**config.mk**
```make
export PLATFORM = sky130hd
export DESIGN_NAME = audio_ducking_envelope
export DESIGN_NICKNAME = d
export VERILOG_FILES = /design/src/hw/rtl/ade_pkg.sv /design/src/hw/rtl/ade_lane.sv /design/src/hw/rtl/ade_merge.sv /design/src/hw/rtl/audio_ducking_envelope.sv
export SDC_FILE = /design/constraint.sdc
export NUM_CORES = 2
export LEC_CHECK = 0
export BUFFER_PORTS_ARGS = -buffer_cell sky130_fd_sc_hd__clkbuf_2
export CORE_MARGIN = 8
export CORE_UTILIZATION = 59
export CTS_CLUSTER_DIAMETER = 60
export DETAILED_ROUTE_END_ITERATION = 12
export PLACE_DENSITY_LB_ADDON = 0.25
export SYNTH_ARGS = -nofsm -noshare
export SYNTH_HDL_FRONTEND = slang
export SYNTH_SLANG_ARGS = --single-unit
```
**constraint.sdc**
```tcl
create_clock -name clk -period 9.8 [get_ports clk]
set_clock_uncertainty 0.1 [all_clocks]
set_input_delay 0.98 -clock clk [delete_from_list [all_inputs] [get_ports clk]]
set_output_delay 0.98 -clock clk [all_outputs]
set_load 0.005 [all_outputs]
```
**src/hw/rtl/ade_pkg.sv**
```systemverilog
// Shared types and constants for the two-bus ducking envelope.
`timescale 1ns / 1ps
`default_nettype none
package ade_pkg;

	localparam logic [2:0] REQ_BEGIN   = 3'd0;
	localparam logic [2:0] REQ_END     = 3'd1;
	localparam logic [2:0] REQ_ENABLE  = 3'd2;
	localparam logic [2:0] REQ_DISABLE = 3'd3;
	localparam logic [2:0] REQ_TICK    = 3'd4;

	localparam logic [2:0] CFG_BGM_DUCK_GAIN     = 3'd0;
	localparam logic [2:0] CFG_SFX_DUCK_GAIN     = 3'd1;
	localparam logic [2:0] CFG_BGM_ATTACK_DECAY  = 3'd2;
	localparam logic [2:0] CFG_SFX_ATTACK_DECAY  = 3'd3;
	localparam logic [2:0] CFG_BGM_RELEASE_DECAY = 3'd4;
	localparam logic [2:0] CFG_SFX_RELEASE_DECAY = 3'd5;
	localparam logic [2:0] CFG_BGM_HOLD_MS       = 3'd6;
	localparam logic [2:0] CFG_SFX_HOLD_MS       = 3'd7;

	localparam logic [15:0] UNITY        = 16'd32768;
	localparam logic [15:0] ACTIVE_LIMIT = 16'd32736;
	localparam logic [16:0] ONE_Q16      = 17'h10000;
	localparam logic [7:0]  DT_MAX       = 8'd250;
	localparam logic [7:0]  MAX_NESTING  = 8'd255;

	typedef struct packed {
		logic        ducking;
		logic        hold_done;
		logic        enabled;
		logic [7:0]  dt;
		logic [15:0] user_vol;
	} lane_req_t;

	typedef struct packed {
		logic [15:0] gain;
		logic [15:0] atk_decay;
		logic [15:0] rel_decay;
	} lane_cfg_t;

	typedef struct packed {
		logic        busy;
		logic        written;
		logic [15:0] volume;
		logic [15:0] env;
	} lane_stat_t;

endpackage
`default_nettype wire

```
**src/hw/rtl/ade_lane.sv**
```systemverilog
// One bus lane: envelope register, decay power, one-pole step and volume product.
`timescale 1ns / 1ps
`default_nettype none
module ade_lane (
	input  wire logic              clk,
	input  wire logic              arst_n,
	input  wire logic              start,
	input  wire ade_pkg::lane_req_t req,
	input  wire ade_pkg::lane_cfg_t cfg,
	output ade_pkg::lane_stat_t    stat
);

	localparam logic [2:0] L_IDLE  = 3'd0;
	localparam logic [2:0] L_POW_R = 3'd1;
	localparam logic [2:0] L_POW_B = 3'd2;
	localparam logic [2:0] L_ACC0  = 3'd3;
	localparam logic [2:0] L_ACC1  = 3'd4;
	localparam logic [2:0] L_ENV   = 3'd5;
	localparam logic [2:0] L_VOL   = 3'd6;

	logic [2:0]         state_q;
	ade_pkg::lane_req_t req_q;
	logic [16:0]        r_q;
	logic [16:0]        b_q;
	logic [7:0]         bits_q;
	logic [2:0]         cnt_q;
	logic [33:0]        acc_q;
	logic [15:0]        env_q;
	logic [15:0]        vol_q;
	logic               written_q;

	logic [15:0] target;
	logic [15:0] start_decay;
	logic [16:0] mul_a;
	logic [16:0] mul_b;
	logic [33:0] prod;
	logic [33:0] q16_rnd;
	logic [33:0] vol_rnd;
	logic [17:0] n_raw;
	logic [17:0] n_adj;
	logic [15:0] n_fin;
	logic [16:0] v_raw;
	logic [15:0] v_fin;
	logic        keep;
	logic        step_en;

	assign target      = req_q.ducking ? cfg.gain : ade_pkg::UNITY;
	assign start_decay = req.ducking ? cfg.atk_decay : cfg.rel_decay;
	assign keep        = !req_q.ducking && !req_q.hold_done;
	assign step_en     = req_q.enabled || (env_q < ade_pkg::UNITY);

	always_comb begin
		case (state_q)
			L_POW_R: begin
				mul_a = r_q;
				mul_b = b_q;
			end
			L_POW_B: begin
				mul_a = b_q;
				mul_b = b_q;
			end
			L_ACC0: begin
				mul_a = {1'b0, env_q};
				mul_b = r_q;
			end
			L_ACC1: begin
				mul_a = {1'b0, target};
				mul_b = ade_pkg::ONE_Q16 - r_q;
			end
			L_VOL: begin
				mul_a = {1'b0, req_q.user_vol};
				mul_b = {1'b0, env_q};
			end
			default: begin
				mul_a = 17'd0;
				mul_b = 17'd0;
			end
		endcase
	end

	assign prod    = 34'(mul_a) * 34'(mul_b);
	assign q16_rnd = prod + 34'd32768;
	assign vol_rnd = prod + 34'd16384;
	assign n_raw   = acc_q[33:16];
	assign v_raw   = vol_rnd[31:15];
	assign v_fin   = (v_raw > 17'(ade_pkg::UNITY)) ? ade_pkg::UNITY : v_raw[15:0];

	always_comb begin
		n_adj = n_raw;
		if ((n_raw == 18'(env_q)) && (env_q != target)) begin
			n_adj = (target > env_q) ? 18'(env_q) + 18'd1 : 18'(env_q) - 18'd1;
		end
		n_fin = (n_adj > 18'(ade_pkg::UNITY)) ? ade_pkg::UNITY : n_adj[15:0];
	end

	always_ff @(posedge clk or negedge arst_n) begin
		if (!arst_n) begin
			state_q   <= L_IDLE;
			env_q     <= ade_pkg::UNITY;
			written_q <= 1'b0;
		end else begin
			case (state_q)
				L_IDLE: begin
					if (start) begin
						state_q <= L_POW_R;
					end
				end
				L_POW_R: begin
					state_q <= L_POW_B;
				end
				L_POW_B: begin
					state_q <= (cnt_q == 3'd7) ? L_ACC0 : L_POW_R;
				end
				L_ACC0: begin
					state_q <= L_ACC1;
				end
				L_ACC1: begin
					state_q <= L_ENV;
				end
				L_ENV: begin
					written_q <= step_en;
					if (step_en && !keep) begin
						env_q <= n_fin;
					end
					state_q <= L_VOL;
				end
				L_VOL: begin
					state_q <= L_IDLE;
				end
				default: begin
					state_q <= L_IDLE;
				end
			endcase
		end
	end

	always_ff @(posedge clk) begin
		case (state_q)
			L_IDLE: begin
				if (start) begin
					req_q  <= req;
					r_q    <= ade_pkg::ONE_Q16;
					b_q    <= {1'b0, start_decay};
					bits_q <= req.dt;
					cnt_q  <= 3'd0;
				end
			end
			L_POW_R: begin
				if (bits_q[0]) begin
					r_q <= q16_rnd[32:16];
				end
			end
			L_POW_B: begin
				b_q    <= q16_rnd[32:16];
				bits_q <= {1'b0, bits_q[7:1]};
				cnt_q  <= cnt_q + 3'd1;
			end
			L_ACC0: begin
				acc_q <= prod;
			end
			L_ACC1: begin
				acc_q <= acc_q + q16_rnd;
			end
			L_VOL: begin
				vol_q <= written_q ? v_fin : 16'd0;
			end
			default: begin
			end
		endcase
	end

	assign stat.busy    = (state_q != L_IDLE);
	assign stat.written = written_q;
	assign stat.volume  = vol_q;
	assign stat.env     = env_q;

	a_env_range: assert property (@(posedge clk) disable iff (!arst_n)
		env_q <= ade_pkg::UNITY)
		else $error("envelope above unity");

	a_start_runs: assert property (@(posedge clk) disable iff (!arst_n)
		(state_q == L_IDLE) && start |=> (state_q == L_POW_R))
		else $error("lane did not start");

	a_pow_range: assert property (@(posedge clk) disable iff (!arst_n)
		(state_q == L_ACC0) |-> (r_q <= ade_pkg::ONE_Q16))
		else $error("decay power above one");

endmodule
`default_nettype wire

```
**src/hw/rtl/ade_merge.sv**
```systemverilog
// Merges the two lane results and the nesting status into the output register.
`timescale 1ns / 1ps
`default_nettype none
module ade_merge (
	input  wire logic               clk,
	input  wire logic               arst_n,
	input  wire logic               load,
	input  wire logic               tick,
	input  wire logic               nest_nz,
	input  wire ade_pkg::lane_stat_t stat_bgm,
	input  wire ade_pkg::lane_stat_t stat_sfx,
	output logic                    can_load,
	output logic                    m_tvalid,
	input  wire logic               m_tready,
	// bgm_volume[15:0], sfx_volume[31:16], active[32], zero fill[39:33]
	output logic [39:0]             m_tdata,
	// bgm_written[0], sfx_written[1]
	output logic [1:0]              m_tuser
);

	logic        valid_q;
	logic [39:0] data_q;
	logic [1:0]  user_q;
	logic        bw;
	logic        sw;
	logic        active;

	assign can_load = !valid_q || m_tready;
	assign bw       = tick && stat_bgm.written;
	assign sw       = tick && stat_sfx.written;
	assign active   = (stat_bgm.env < ade_pkg::ACTIVE_LIMIT) ||
	                  (stat_sfx.env < ade_pkg::ACTIVE_LIMIT) || nest_nz;

	always_ff @(posedge clk or negedge arst_n) begin
		if (!arst_n) begin
			valid_q <= 1'b0;
		end else if (load && can_load) begin
			valid_q <= 1'b1;
		end else if (m_tready) begin
			valid_q <= 1'b0;
		end
	end

	always_ff @(posedge clk) begin
		if (load && can_load) begin
			data_q <= {7'd0, active, (sw ? stat_sfx.volume : 16'd0),
			           (bw ? stat_bgm.volume : 16'd0)};
			user_q <= {sw, bw};
		end
	end

	assign m_tvalid = valid_q;
	assign m_tdata  = data_q;
	assign m_tuser  = user_q;

endmodule
`default_nettype wire

```
**src/hw/rtl/audio_ducking_envelope.sv**
```systemverilog
// Top level of the two-bus ducking envelope: request control, configuration and lanes.
// A tick result is offered after eight square-and-multiply steps, each a power-multiply
// state and a base-squaring state, then four step and volume passes and the handoff
// through the run and push states. Other requests go straight to the push state. The
// next input transfer is taken only back in idle, after the last result has been loaded.
// Reset restores the register defaults, full envelopes, zero count and enabled state.
`timescale 1ns / 1ps
`default_nettype none
module audio_ducking_envelope (
	input  wire logic        clk,
	input  wire logic        arst_n,
	input  wire logic        s_tvalid,
	output logic             s_tready,
	// dt_ms[9:0], bgm_user_vol[25:10], sfx_user_vol[41:26], zero fill[47:42]
	input  wire logic [47:0] s_tdata,
	// req_type[2:0]
	input  wire logic [2:0]  s_tuser,
	output logic             m_tvalid,
	input  wire logic        m_tready,
	// bgm_volume[15:0], sfx_volume[31:16], active[32], zero fill[39:33]
	output logic [39:0]      m_tdata,
	// bgm_written[0], sfx_written[1]
	output logic [1:0]       m_tuser,
	input  wire logic        cfg_we,
	input  wire logic [2:0]  cfg_index,
	input  wire logic [15:0] cfg_data
);

	localparam logic [1:0] S_IDLE = 2'd0;
	localparam logic [1:0] S_RUN  = 2'd1;
	localparam logic [1:0] S_PUSH = 2'd2;

	logic [1:0]  state_q;
	logic        tick_q;
	logic [7:0]  nest_q;
	logic        enabled_q;
	logic [15:0] bgm_hold_q;
	logic [15:0] sfx_hold_q;
	logic [15:0] cfg_q [8];

	logic               accept;
	logic               is_tick;
	logic [9:0]         dt_raw;
	logic [7:0]         dt;
	logic [15:0]        bgm_hold_dn;
	logic [15:0]        sfx_hold_dn;
	logic               can_load;
	ade_pkg::lane_req_t req_bgm;
	ade_pkg::lane_req_t req_sfx;
	ade_pkg::lane_cfg_t cfg_bgm;
	ade_pkg::lane_cfg_t cfg_sfx;
	ade_pkg::lane_stat_t stat_bgm;
	ade_pkg::lane_stat_t stat_sfx;

	assign s_tready = (state_q == S_IDLE);
	assign accept   = s_tvalid && s_tready;
	assign is_tick  = (s_tuser == ade_pkg::REQ_TICK);
	assign dt_raw   = s_tdata[9:0];

	always_comb begin
		if (dt_raw == 10'd0) begin
			dt = 8'd1;
		end else if (dt_raw > 10'(ade_pkg::DT_MAX)) begin
			dt = ade_pkg::DT_MAX;
		end else begin
			dt = dt_raw[7:0];
		end
	end

	assign bgm_hold_dn = (bgm_hold_q > 16'(dt)) ? bgm_hold_q - 16'(dt) : 16'd0;
	assign sfx_hold_dn = (sfx_hold_q > 16'(dt)) ? sfx_hold_q - 16'(dt) : 16'd0;

	assign req_bgm.ducking   = enabled_q && (nest_q != 8'd0);
	assign req_bgm.hold_done = (bgm_hold_dn == 16'd0);
	assign req_bgm.enabled   = enabled_q;
	assign req_bgm.dt        = dt;
	assign req_bgm.user_vol  = s_tdata[25:10];
	assign req_sfx.ducking   = enabled_q && (nest_q != 8'd0);
	assign req_sfx.hold_done = (sfx_hold_dn == 16'd0);
	assign req_sfx.enabled   = enabled_q;
	assign req_sfx.dt        = dt;
	assign req_sfx.user_vol  = s_tdata[41:26];

	assign cfg_bgm.gain      = cfg_q[ade_pkg::CFG_BGM_DUCK_GAIN];
	assign cfg_bgm.atk_decay = cfg_q[ade_pkg::CFG_BGM_ATTACK_DECAY];
	assign cfg_bgm.rel_decay = cfg_q[ade_pkg::CFG_BGM_RELEASE_DECAY];
	assign cfg_sfx.gain      = cfg_q[ade_pkg::CFG_SFX_DUCK_GAIN];
	assign cfg_sfx.atk_decay = cfg_q[ade_pkg::CFG_SFX_ATTACK_DECAY];
	assign cfg_sfx.rel_decay = cfg_q[ade_pkg::CFG_SFX_RELEASE_DECAY];

	always_ff @(posedge clk or negedge arst_n) begin
		if (!arst_n) begin
			cfg_q[ade_pkg::CFG_BGM_DUCK_GAIN]     <= 16'd8192;
			cfg_q[ade_pkg::CFG_SFX_DUCK_GAIN]     <= 16'd16384;
			cfg_q[ade_pkg::CFG_BGM_ATTACK_DECAY]  <= 16'd64236;
			cfg_q[ade_pkg::CFG_SFX_ATTACK_DECAY]  <= 16'd64236;
			cfg_q[ade_pkg::CFG_BGM_RELEASE_DECAY] <= 16'd65317;
			cfg_q[ade_pkg::CFG_SFX_RELEASE_DECAY] <= 16'd65317;
			cfg_q[ade_pkg::CFG_BGM_HOLD_MS]       <= 16'd150;
			cfg_q[ade_pkg::CFG_SFX_HOLD_MS]       <= 16'd150;
		end else if (cfg_we) begin
			cfg_q[cfg_index] <= cfg_data;
		end
	end

	always_ff @(posedge clk or negedge arst_n) begin
		if (!arst_n) begin
			state_q    <= S_IDLE;
			tick_q     <= 1'b0;
			nest_q     <= 8'd0;
			enabled_q  <= 1'b1;
			bgm_hold_q <= 16'd0;
			sfx_hold_q <= 16'd0;
		end else begin
			case (state_q)
				S_IDLE: begin
					if (accept) begin
						tick_q  <= is_tick;
						state_q <= is_tick ? S_RUN : S_PUSH;
						case (s_tuser)
							ade_pkg::REQ_BEGIN: begin
								if (enabled_q) begin
									if (nest_q == 8'd0) begin
										bgm_hold_q <= cfg_q[ade_pkg::CFG_BGM_HOLD_MS];
										sfx_hold_q <= cfg_q[ade_pkg::CFG_SFX_HOLD_MS];
									end
									if (nest_q < ade_pkg::MAX_NESTING) begin
										nest_q <= nest_q + 8'd1;
									end
								end
							end
							ade_pkg::REQ_END: begin
								if (nest_q != 8'd0) begin
									nest_q <= nest_q - 8'd1;
								end
							end
							ade_pkg::REQ_ENABLE: begin
								enabled_q <= 1'b1;
							end
							ade_pkg::REQ_DISABLE: begin
								enabled_q  <= 1'b0;
								nest_q     <= 8'd0;
								bgm_hold_q <= 16'd0;
								sfx_hold_q <= 16'd0;
							end
							ade_pkg::REQ_TICK: begin
								bgm_hold_q <= bgm_hold_dn;
								sfx_hold_q <= sfx_hold_dn;
							end
							default: begin
							end
						endcase
					end
				end
				S_RUN: begin
					if (!stat_bgm.busy && !stat_sfx.busy) begin
						state_q <= S_PUSH;
					end
				end
				S_PUSH: begin
					if (can_load) begin
						state_q <= S_IDLE;
					end
				end
				default: begin
					state_q <= S_IDLE;
				end
			endcase
		end
	end

	ade_lane u_lane_bgm (
		.clk    (clk),
		.arst_n (arst_n),
		.start  (accept && is_tick),
		.req    (req_bgm),
		.cfg    (cfg_bgm),
		.stat   (stat_bgm)
	);

	ade_lane u_lane_sfx (
		.clk    (clk),
		.arst_n (arst_n),
		.start  (accept && is_tick),
		.req    (req_sfx),
		.cfg    (cfg_sfx),
		.stat   (stat_sfx)
	);

	ade_merge u_merge (
		.clk      (clk),
		.arst_n   (arst_n),
		.load     (state_q == S_PUSH),
		.tick     (tick_q),
		.nest_nz  (nest_q != 8'd0),
		.stat_bgm (stat_bgm),
		.stat_sfx (stat_sfx),
		.can_load (can_load),
		.m_tvalid (m_tvalid),
		.m_tready (m_tready),
		.m_tdata  (m_tdata),
		.m_tuser  (m_tuser)
	);

	a_busy_after_accept: assert property (@(posedge clk) disable iff (!arst_n)
		accept |=> !s_tready)
		else $error("input ready right after a transfer");

	a_push_shows: assert property (@(posedge clk) disable iff (!arst_n)
		(state_q == S_PUSH) && can_load |=> m_tvalid)
		else $error("result not offered after push");

	a_result_stable: assert property (@(posedge clk) disable iff (!arst_n)
		m_tvalid && !m_tready |=> m_tvalid && $stable(m_tdata) && $stable(m_tuser))
		else $error("result changed while waiting for transfer");

endmodule
`default_nettype wire
```
==> metrics.md <==
| Metric | Value |
|---|---|
| Worst setup EP type | register |
| Setup slack after layout | -432 ps |
| Worst Reg-to-Reg Cells | 42 |
| P_leak | 0.0272 uW |
| # Max-Cap Violations | 0 |
| R2r setup slk | -430 ps |
| Number of global-route vias before repair | 42000 |
| Critical path origin | u_lane_bgm.r_q[7]$_SDFFCE_PN0P_ |
| Register area share after synthesis | 0.271 |
| Via density | 6.02 |
| WP data arrival | 10500 ps |
| Crit-path most repeated cell | fa_1 |
| Cells after Synth | 5401 |
| Worst vdd ir | 0.167 mV |
| Critical Path Sink | u_lane_bgm.acc_q[33]$_DFFE_PP_ |
| P per Cell Area | 85.5 nW/um^2 |
| # H-tree levels | 2 |
| Total power | 5020 uW |
| Max Buffers Root-to-Sink | 3 |
| Num CTS Buffers | 61 |
| CP startpoint kind | register |
| Critical Path RT | 10070 ps |
| DR WL/cell | 21.8 um |
| Final Max Slew Viols | 0 |
| Avg Inst Size Synth | 9.10 um^2 |
| First-pass GRT wire length | 237 mm |
| DIE WIDTH | 305 um |
| RSZ-0062 raised after global routing | yes |
| Yosys reg bits | 476 |
| Final Hold Viols | 0 |
| Gpl congestion | 1.05 |
| Initial antenna violation count | 4 |
| Post-synthesis cell area | 49200 um^2 |
| Fin crit share | 1.04 |
| Reg2reg end | u_lane_bgm.acc_q[33]$_DFFE_PP_ |
| Worst path max stage delay | 580 ps |
| Detailed-router iteration count before antenna repair | 6 |
| Source of the worst register-to-register timing path | u_lane_bgm.r_q[7]$_SDFFCE_PN0P_ |
| WS Path Type | reg2reg |
| Pre-CTS WS | -361 ps |
| Via count | 42500 |
| Final ANT Viol Nets | 0 |
| Slew HR | 0.126 |
| DRC violations left | 0 |
| Area added between synthesis and finish | 19.5% |
| Worst Path Max Fanout | 5 |
| Largest net degree at the start of global routing | 76 |
| Layout Nets | 6809 |
| Max stage delay cell, worst path | or4_4 |
| Core Region | 83000 um^2 |
| Fmax | 97.7 MHz |
| Post-synth EDFFs | 263 |
| Post-synthesis cell type count | 108 |
| Filler cells | 6290 |
| Root Driver | clkbuf_16 |
| Async S/R FF share, synth | 0.447 |
| Post-DP HPWL | 121 mm |
| Synth Warn # | 0 |
| Clock sink total | 476 |
| Clk slew on worst S/H paths | 60 ps |
| Worst skew pair latency | 660 ps |
| Initial Util | 0.592 |
| Port Buffers | 105 |
| IO Count | 119 |
| DIE AREA | 92800 um^2 |
| CTS tree | done |
| GRT overflow | 0 |
| FF+latch area | 13300 um^2 |
| Gr usage total | 0.323 |
| Slew @ Worst Pin | 1300 ps |
| Floorplan row count | 106 |
| WL final | 154 mm |
| Share of post-route cells with drive strength above 1 | 0.224 |
| Cts hold-fix bufs | 0 |
| Multi-input combinational cell area | 33800 um^2 |
| Final setup fails | 5 |
| 1st-iter DRT viols | 3982 |
| Status | finished with violations |
| DIE HEIGHT | 305 um |
| Violated checks | negative setup slack |
| Synth Flop Type | edfxtp_1 |
| Hold WS | 154 ps |
| Hold Crit Class | in2async |
| Minimum clock period | 10230 ps |
[worst min-delay path by stage]
stage / startpoint / to / slack [ps]
5_1_grt: arst_n / cfg_q[26]$_DFFE_PN0P_ / 190
2_1_floorplan: bgm_hold_q[2]$_DFFE_PN0P_ / bgm_hold_q[2]$_DFFE_PN0P_ / 360
4_1_cts: arst_n / cfg_q[26]$_DFFE_PN0P_ / 160
3_5_place_dp: sfx_hold_q[6]$_DFFE_PN0P_ / sfx_hold_q[6]$_DFFE_PN0P_ / 380
3_3_place_gp: bgm_hold_q[4]$_DFFE_PN0P_ / bgm_hold_q[4]$_DFFE_PN0P_ / 370
6_report: arst_n / cfg_q[26]$_DFFE_PN0P_ / 150
[cell type report]
class                   instances  area share
multi-input cells            3979       0.576
clock inverters                44     0.00973
repair buffers                722      0.0927
inverters                     691      0.0441
flip-flops and latches        476       0.226
well taps                    1080      0.0230
clock buffers                  72      0.0279
diodes                          1   0.0000426
[cells in the final DEF, fill, tap and decap left out, types with 23 or more instances in the layout]
cell type	instances
nor2b_1	28
dfstp_2	57
clkbuf_2	104
clkbuf_16	63
fa_1	447
ha_4	23
o21ai_0	177
edfxtp_1	263
nor3_1	53
a21oi_2	26
nand2b_1	39
a21oi_1	163
dfrtp_1	156
a21o_1	73
buf_4	582
o21a_1	25
and2_1	154
nand2_1	783
a31oi_1	28
xor2_1	83
xnor2_1	131
nand3_1	71
nand4_1	59
ha_1	324
inv_1	677
nor2_1	386
mux2_2	155
o31ai_1	27
a22oi_1	107
and3_1	55
[cell families (layout without fill, tap and decap cells)]
logic type,after synthesis,after routing,synth area share
mux,171,171,0.0389
xor+xnor,249,249,0.0453
simple gates,1839,1839,0.173
other cells,1,8,0.0000763
buf+inv,952,1529,0.0738
flops,476,476,0.271
fa+ha+maj,803,803,0.274
compound gates,910,910,0.124
[state kept, by name, indices dropped and copies added, names as in the netlist, 16 cells and up]
name	count
u_lane_sfx.env_q	16
sfx_hold_q	16
u_lane_bgm.acc_q	34
u_lane_bgm.env_q	16
cfg_bgm	48
bgm_hold_q	16
u_lane_bgm.vol_q	16
u_lane_bgm.r_q	17
u_lane_sfx.r_q	17
u_lane_sfx.b_q	17
u_lane_bgm.b_q	17
u_merge.m_tdata	33
u_lane_sfx.vol_q	16
u_lane_sfx.req_q	19
u_lane_bgm.req_q	19
u_lane_sfx.acc_q	34
cfg_q	80
[critical path: cells and delay by family, from the launching register on]
family / cells / cell delay (ps)
buf+inv: 8 / 770
fa+ha+maj: 8 / 3440
xor+xnor: 4 / 610
compound gates: 9 / 1640
simple gates: 13 / 2990
flops: 1 / 390
[through the flow]
step / utilization / cell area (um^2) / TNS (ps) / instances
final: 0.708 / 58700 / -1350 / 7065
after floorplan: - / 49400 / -22.5 / 5407
after global routing: 0.708 / 58700 / -4720 / 7064
after detailed placement: 0.659 / 54700 / -2860 / 6889
after CTS: 0.692 / 57400 / -432 / 7020
after global placement: 0.659 / 54700 / -1340 / 6889
[synth_stat cells, drive strengths merged (35+ instances only)]
cell type | instances | share of area
and2 | 161 | 0.021
o21ai | 208 | 0.021
clkbuf | 235 | 0.018
dfrtp | 156 | 0.079
a22oi | 108 | 0.017
and3 | 55 | 0.0070
nand4 | 60 | 0.0078
a21oi | 194 | 0.020
xor2 | 91 | 0.016
nor2 | 415 | 0.032
xnor2 | 157 | 0.029
nor3 | 64 | 0.0067
nand3 | 79 | 0.0081
mux2 | 156 | 0.036
a21o | 74 | 0.011
inv | 690 | 0.053
nand2b | 44 | 0.0056
ha | 350 | 0.089
dfstp | 57 | 0.030
edfxtp | 263 | 0.16
nand2 | 796 | 0.061
o31ai | 35 | 0.0056
fa | 453 | 0.18
[per-layer routing]
layer,global-route usage,wire [um]
met1,0.440,62600
met5,0,13
met2,0.507,69600
met4,0.119,6410
met3,0.0691,15500
[timing repair]
action                                  4_1_cts  5_1_grt
resized for setup                            68      206
endpoints found under the setup margin       17       26
gates cloned                                  0        1
pin swaps                                    29      123
buffers inserted                             16       44
[where the power goes]
| group | total [uW] | switching [uW] | leakage, uW | internal [uW] |
|---|---|---|---|---|
| Clock | 2440 | 986 | 0.00106 | 1460 |
| Sequential | 2330 | 77.2 | 0.00494 | 2250 |
| Combinational | 251 | 122 | 0.0212 | 130 |
Power figures use the tool's default switching activity.
